**src/design/ebl_pkg.sv**
```systemverilog
`default_nettype none

package ebl_pkg;

  // image geometry
  localparam int unsigned DIM_W      = 9;
  localparam int unsigned MAX_WIDTH  = 256;
  localparam int unsigned MAX_HEIGHT = 256;

  // pixel store
  localparam int unsigned ADDR_W   = 16;
  localparam int unsigned PIX_W    = 32;
  localparam int unsigned CHANNELS = 4;
  localparam int unsigned CHAN_W   = 2;
  localparam int unsigned BYTE_W   = 8;

  // filter arithmetic
  localparam int unsigned WEIGHT_W = 16;
  localparam int unsigned ACC_W    = 16;
  localparam int unsigned ACC_FRAC = 7;

  // configuration port
  localparam int unsigned CFG_IDX_W  = 8;
  localparam int unsigned CFG_DATA_W = 16;

  localparam logic [CFG_IDX_W-1:0] REG_IMAGE_WIDTH  = CFG_IDX_W'(0);
  localparam logic [CFG_IDX_W-1:0] REG_IMAGE_HEIGHT = CFG_IDX_W'(1);
  localparam logic [CFG_IDX_W-1:0] REG_BLUR_WEIGHT  = CFG_IDX_W'(2);
  localparam logic [CFG_IDX_W-1:0] REG_BLUR_ENABLE  = CFG_IDX_W'(3);

  localparam logic [DIM_W-1:0]    IMAGE_WIDTH_RST  = DIM_W'(256);
  localparam logic [DIM_W-1:0]    IMAGE_HEIGHT_RST = DIM_W'(256);
  localparam logic [WEIGHT_W-1:0] BLUR_WEIGHT_RST  = '0;
  localparam logic                BLUR_ENABLE_RST  = 1'b0;

  // request codes
  localparam logic [1:0] REQ_LOAD = 2'd0;
  localparam logic [1:0] REQ_RUN  = 2'd1;
  localparam logic [1:0] REQ_READ = 2'd2;

  // result kinds
  localparam logic KIND_READ = 1'b0;
  localparam logic KIND_RUN  = 1'b1;

  // control from the sequencer to the accumulator unit
  typedef struct packed {
    logic              seed;
    logic              step;
    logic [CHAN_W-1:0] chan;
  } acc_ctl_t;

endpackage

`default_nettype wire

```
**src/design/ebl_acc_unit.sv**
```systemverilog
`default_nettype none

module ebl_acc_unit (
  input  wire logic                               clk,
  input  wire logic                               rst_n,
  input  wire ebl_pkg::acc_ctl_t                  ctl,
  input  wire logic [ebl_pkg::WEIGHT_W-1:0]       weight,
  input  wire logic [ebl_pkg::PIX_W-1:0]          pix_in,
  output logic [ebl_pkg::PIX_W-1:0]               pix_out
);

  logic signed [ebl_pkg::ACC_W-1:0] acc_r [ebl_pkg::CHANNELS];
  logic [ebl_pkg::PIX_W-1:0]        res_r;

  logic [ebl_pkg::BYTE_W-1:0]              byte_sel;
  logic signed [ebl_pkg::ACC_W-1:0]        tgt;
  logic signed [ebl_pkg::ACC_W-1:0]        z_cur;
  logic signed [ebl_pkg::ACC_W:0]          diff;
  logic signed [ebl_pkg::WEIGHT_W:0]       weight_s;
  logic signed [ebl_pkg::WEIGHT_W+ebl_pkg::ACC_W+1:0] prod;
  logic signed [ebl_pkg::ACC_W:0]          q;
  logic signed [ebl_pkg::ACC_W:0]          z_sum;
  logic [ebl_pkg::ACC_W-1:0]               z_nxt;

  // one channel per cycle through the shared multiplier
  always_comb begin
    byte_sel = pix_in[ebl_pkg::BYTE_W*ctl.chan +: ebl_pkg::BYTE_W];
    tgt      = {1'b0, byte_sel, {ebl_pkg::ACC_FRAC{1'b0}}};
    z_cur    = acc_r[ctl.chan];
    diff     = {tgt[ebl_pkg::ACC_W-1], tgt} - {z_cur[ebl_pkg::ACC_W-1], z_cur};
    weight_s = {1'b0, weight};
    prod     = weight_s * diff;
    // arithmetic shift floors towards minus infinity
    q        = prod[ebl_pkg::WEIGHT_W+ebl_pkg::ACC_W:ebl_pkg::WEIGHT_W];
    z_sum    = {z_cur[ebl_pkg::ACC_W-1], z_cur} + q;
    z_nxt    = z_sum[ebl_pkg::ACC_W-1:0];
  end

  always_ff @(posedge clk) begin
    if (!rst_n) begin
      for (int c = 0; c < ebl_pkg::CHANNELS; c++) begin
        acc_r[c] <= '0;
      end
    end else if (ctl.seed) begin
      for (int c = 0; c < ebl_pkg::CHANNELS; c++) begin
        acc_r[c] <= {1'b0, pix_in[ebl_pkg::BYTE_W*c +: ebl_pkg::BYTE_W],
                     {ebl_pkg::ACC_FRAC{1'b0}}};
      end
    end else if (ctl.step) begin
      acc_r[ctl.chan] <= z_nxt;
    end
  end

  always_ff @(posedge clk) begin
    if (ctl.step) begin
      res_r[ebl_pkg::BYTE_W*ctl.chan +: ebl_pkg::BYTE_W] <=
        z_nxt[ebl_pkg::ACC_FRAC +: ebl_pkg::BYTE_W];
    end
  end

  assign pix_out = res_r;

endmodule

`default_nettype wire

```
**config.mk**
```make
export PLATFORM = sky130hd
export DESIGN_NAME = ebl_acc_unit
export DESIGN_NICKNAME = d
export VERILOG_FILES = /design/src/design/ebl_pkg.sv /design/src/design/ebl_acc_unit.sv
export SDC_FILE = /design/constraint.sdc
export NUM_CORES = 1
export LEC_CHECK = 0
export BUFFER_PORTS_ARGS = -buffer_cell sky130_fd_sc_hd__buf_2
export CAP_MARGIN = 10
export CORE_MARGIN = 2
export CORE_UTILIZATION = 38
export CTS_BUF_LIST = sky130_fd_sc_hd__clkbuf_4 sky130_fd_sc_hd__clkbuf_8
export DETAILED_ROUTE_END_ITERATION = 10
export PLACE_DENSITY = 0.56
export SYNTH_ARGS = -nofsm -noshare
export SYNTH_HDL_FRONTEND = slang
export SYNTH_SLANG_ARGS = --single-unit
```
**constraint.sdc**
```tcl
create_clock -name clk -period 12.63 [get_ports clk]
set_clock_uncertainty 0.2 [all_clocks]
set_input_delay 1.263 -clock clk [delete_from_list [all_inputs] [get_ports clk]]
set_output_delay 1.263 -clock clk [all_outputs]
set_load 0.05 [all_outputs]
```
# --- Yosys cells after proc, flatten, opt, wreduce, memory -nomap -nowiden ---
# Memory sizes are Yosys's and may differ from the RTL's.
# Cells that the tools add are included.
totals:
  regBits: 32
  ram_bits: 64
  inputBits: 54
  out_inout_bits: 32
  word_cells: 30
  n_memories: 1
memory_table:
  columns: ["name", "words", "width", "rd", "rd_clocked_by_memory_dff", "wr", "line", "source"]
  rows:
  - ["acc_r", 4, 16, 1, 0, 4, "ebl_acc_unit.sv:12", "logic signed [ebl_pkg::ACC_W-1:0] acc_r [ebl_pkg::CHANNELS];"]
op_classes:
  n_addsub: 3
  n_mul: 1
  shifts: 3
  mux: 16
  bitwise: 4
  reduce_logical: 1
ops:
  columns: ["op", "count"]
  rows:
  - ["2-to-1 mux 16 bit", 5]
  - ["negation 5 -> 34 bit", 1]
  - ["variable shift 8 x 34 -> 32 bit, first input constant", 1]
  - ["indexed part select 8 x 34 -> 32 bit", 1]
  - ["bitwise mux 32 bit", 1]
  - ["multiplier 17 x 17 -> 32 bit", 1]
  - ["indexed part select 32 x 6 -> 8 bit", 1]
  - ["subtractor 16 x 16 -> 17 bit", 1]
  - ["adder 16 bit", 1]
  - ["OR reduction 16 bit", 1]
  - ["2-to-1 mux 1 bit", 9]
  - ["bitwise OR 1 bit", 4]
  - ["2-to-1 mux 2 bit", 1]

# --- Logic depth before layout (Yosys ltp) ---
logic_depth:
  word_depth: 6
  mapped_depth: 44
  ltp_nobuf: 40

# --- Least setup slack after synthesis ---
# Ideal clock, no wire load.
synth_path:
  path_kind: "in2reg"
  from: "in ctl[0] in the netlist's numbering"
  to: "mem acc_r[0][14] in the netlist's numbering (data pin)"
  setup_ns: 0.285
  t_arrival_ns: 11.267
  t_required_ns: 12.145
  path_slack_ns: 0.878
  path_stages: 36
  path_cell_list: "buf_6 -> buf_2 -> buf_1 -> mux4_2 -> ha_1 -> a2111o_1 -> o311ai_0 -> o21ai_0 -> or3_1 -> clkbuf_1 -> clkbuf_1 -> nor2_1 -> fa_1 -> fa_1 -> fa_1 -> fa_1 -> fa_1 -> inv_1 -> fa_1 -> inv_1 -> ha_1 -> a21oi_1 -> nor2_1 -> a211oi_1 -> o211a_1 -> a31oi_1 -> a21o_1 -> xor2_1 -> ha_1 -> a21o_1 -> a21o_1 -> a21oi_1 -> o21ai_0 -> a21o_1 -> a311oi_1 -> o21ai_0"
synth_rtl:
  columns: ["item", "line", "source"]
  rows:
  - ["start, declared", "ebl_acc_unit.sv:6", "input wire ebl_pkg::acc_ctl_t ctl,"]
  - ["end, declared", "ebl_acc_unit.sv:12", null]

==> run summary <==
The height of the die is 197 um. The wire-length estimate of the detail-placed layout is 27.9 mm. The total standard cell area after synthesis is roughly 14000 sq um. The via count of the first global-routing pass came out at approximately 11000. The most numerous cell on the critical path is sky130_fd_sc_hd__fa_1.

Summed over all layers, the global routing overflow is 0. The required arrival time at the worst endpoint came out at about 13000 ps. The number of standard-cell rows in the floorplan is 70.

Counting every sink on the clock net gives 96. The classification of the worst setup path is input port to register. The count of flip-flops with a built-in enable after synthesis came out at 96. The post-synth net total came out at 1867. The share of synthesized flip-flops with an asynchronous set or reset is 0%. The register bit total from synthesis came out at between 90 and 100. The buffer depth of the longest clock path is 2. For this run, the total global-route usage over all layers was measured as about a fifth. The worst min-delay path category is register to register. The sum of negative setup slack is 0 ps.

The routability congestion estimate came out at about 0.86. The critical path data arrival time is approximately 11000 ps. The first-pass GRT wire length came out at approximately 60 mm. The post-route DRC violation count came out at 0. The number of port buffers came out at 85. The clock tree from TritonCTS is built. The number of setup violations in the final report is 0. The total number of vias came out at 10100. The number of antenna violations at the first check in global routing is 2. The area added between synthesis and finish came out at 8.36%.

The number of nets still failing antenna checks after routing came out at 0. The CTS buffer count is 9. Of all nets on the critical path, the largest fanout is 21. The hold violation total from the final report is 0. The total core area is between 30000 and 40000 sq um. The final cycle utilization of the critical path is approximately nine tenths.

Clock-pin slew was measured on the worst setup and hold paths at 90 ps. The chip width is 197 um. Derived from the worst setup path, the maximum achievable clock frequency is 0.0876 GHz. The boundary pin count came out at 86. The gate count of the mapped netlist is ~1500. After layout, the minimum clock period comes to around 11000 ps. The tool flagged a number of max-cap violations equal to 0. The routed design has between 30 and 40 mm of wire.

In the synthesized netlist the dominant register cell turns out to be sky130_fd_sc_hd__edfxtp_1. The insertion delay of the later-clocked pin in the worst-skew pair is about 380 ps. The pin count of the biggest net entering global routing came out at 33. The fraction of layout instances using a drive strength above 1 is a little over a tenth.

The largest single stage delay on the critical path is roughly 750 ps. The die covers 39000 sq um. In the routed layout, each cell is associated on average with a via count of a little over 5. The detailed router finished its first iteration with about 550 violations. The cell sitting at the root of the clock tree is a sky130_fd_sc_hd__clkbuf_8.

Yosys printed 0 warnings. The buffers plus inverters on the worst setup path came out at 6. The startpoint type of the worst setup path is an input port. In this design, the largest share of critical-path delay is due to adder cells. Setup repair after global routing left no endpoint under its margin. The worst pin sits at a relative slew slack of approximately 25%. After detailed routing, the average wire length per cell comes to roughly 18 um.

The initial core utilization is between 30% and 40%. On the critical path, the stage with the largest delay is an instance of sky130_fd_sc_hd__mux4_2. The final number of max-transition violations came out at 0. After synthesis, the netlist uses 57 different library cells. The flow ran to the end, and the final reports show no timing, DRC or antenna violations. The worst setup path is captured at a register. For the pin with the worst max-slew slack, the measured transition is between 1000 and 1500 ps. Sequential cells were found to cover approximately a fifth of the synthesized design area. The first-pass detailed-route iteration total came out at 5. Buffers added to address setup during post-CTS repair amount to 0. The number of fill cells came out at 3598. The hold buffer count at CTS came out at 0. In this run the number of H-tree levels came out at 3. The synthesized area per cell came out at between 9 and 10 sq um. The number of resized instances in the post-cts repair step came out at 0. The number of nets in the finished design came out at 1936.
final cells by class:
class	count	area [sq um]	share of cell area, %
multi-input cells	1018	10000	65.0
flip-flops and latches	96	2880	18.7
inverters	294	1100	7.16
repair buffers	109	618	4.01
well taps	468	586	3.80
clock buffers	9	124	0.804
clock inverters	7	70.1	0.455
diodes	2	5.00	0.0325
worst paths after layout:
path | start | to | slack, ps | depth (start not counted)
max | ctl[0] | acc_r[2][15]$_SDFFCE_PN0P_ | 1220 | 38
min | acc_r[3][1]$_SDFFCE_PN0P_ | acc_r[0][1]$_SDFFCE_PN0P_ | 920 | 4
max reg2reg | acc_r[3][11]$_DFFE_PP_ | acc_r[2][15]$_SDFFCE_PN0P_ | 2270 | 35
min reg2reg | acc_r[3][1]$_SDFFCE_PN0P_ | acc_r[0][1]$_SDFFCE_PN0P_ | 920 | 4
cells by family after synthesis:
logic type               after synthesis  synth area share (%)
AO/OA/AOI/OAI                        125                  5.68
XOR/XNOR                              42                  2.89
adder cells (fa/ha/maj)              354                  42.2
buffers and inverters                345                  9.26
flip-flops                            96                  20.3
multiplexers                          26                  4.08
AND/OR/NAND/NOR                      471                  15.6
state kept, by name (all words and copies together) (netlist names):
name / flops
acc_r: 64
pix_out: 32
cells in the mapped netlist, types with 10 or more instances:
library cell | count | area share (%)
sky130_fd_sc_hd__edfxtp_1 | 96 | 20
sky130_fd_sc_hd__a21oi_1 | 22 | 0.77
sky130_fd_sc_hd__clkbuf_1 | 38 | 1.0
sky130_fd_sc_hd__xnor2_1 | 27 | 1.7
sky130_fd_sc_hd__nand2_1 | 194 | 5.1
sky130_fd_sc_hd__nor2_1 | 101 | 2.7
sky130_fd_sc_hd__xor2_1 | 10 | 0.62
sky130_fd_sc_hd__and2_1 | 124 | 5.5
sky130_fd_sc_hd__ha_1 | 145 | 13
sky130_fd_sc_hd__fa_1 | 209 | 29
sky130_fd_sc_hd__mux4_2 | 23 | 3.6
sky130_fd_sc_hd__inv_1 | 294 | 7.8
sky130_fd_sc_hd__a21o_1 | 19 | 1.0
sky130_fd_sc_hd__o21ai_0 | 45 | 1.6
layout by cell type (no fill, tap or decap), types with 10 or more instances in the layout:
cell type	n
sky130_fd_sc_hd__inv_1	294
sky130_fd_sc_hd__xor2_1	10
sky130_fd_sc_hd__edfxtp_1	96
sky130_fd_sc_hd__xnor2_1	27
sky130_fd_sc_hd__buf_2	85
sky130_fd_sc_hd__fa_1	209
sky130_fd_sc_hd__and2_1	124
sky130_fd_sc_hd__a21oi_1	22
sky130_fd_sc_hd__ha_1	145
sky130_fd_sc_hd__a21o_1	19
sky130_fd_sc_hd__mux4_2	23
sky130_fd_sc_hd__nor2_1	101
sky130_fd_sc_hd__buf_4	23
sky130_fd_sc_hd__nand2_1	194
sky130_fd_sc_hd__o21ai_0	45
worst reg2reg max path, delay by kind of cell, from the launching register on:
family	cells	cell delay [ps]
adders and majority gates	9	4020
AOI/OAI and AO/OA	11	2840
and+or+nand+nor	7	1160
xor gates and xnor gates	3	590
muxes	1	500
buffers and inverters	4	390
DFF	1	380
per-layer routing:
metal,GRT usage [%],wire length [um],vias up
met5,0,0,-
met4,4.07,660,0
met3,2.90,1610,47
met2,33.1,17200,238
met1,26.7,16100,5078
li1,-,-,4729
metrics by stage:
stage | area [sq um] | util, % | hold WS, ps | setup slack, ps | cells
detailed placement | 15200 | 41.4 | 918 | 843 | 1985
CTS | 15400 | 42.0 | 941 | 1240 | 2001
global placement | 15200 | 41.4 | 913 | 934 | 1985
floorplan | 14200 | - | 836 | 878 | 1459
global route | 15400 | 42.0 | 972 | 476 | 2001
finish | 15400 | 42.0 | 920 | 1220 | 2003
Power is left out: the tool's default activity adds up to more than one toggle a clock period on the data nets, which glitch-free logic cannot reach.
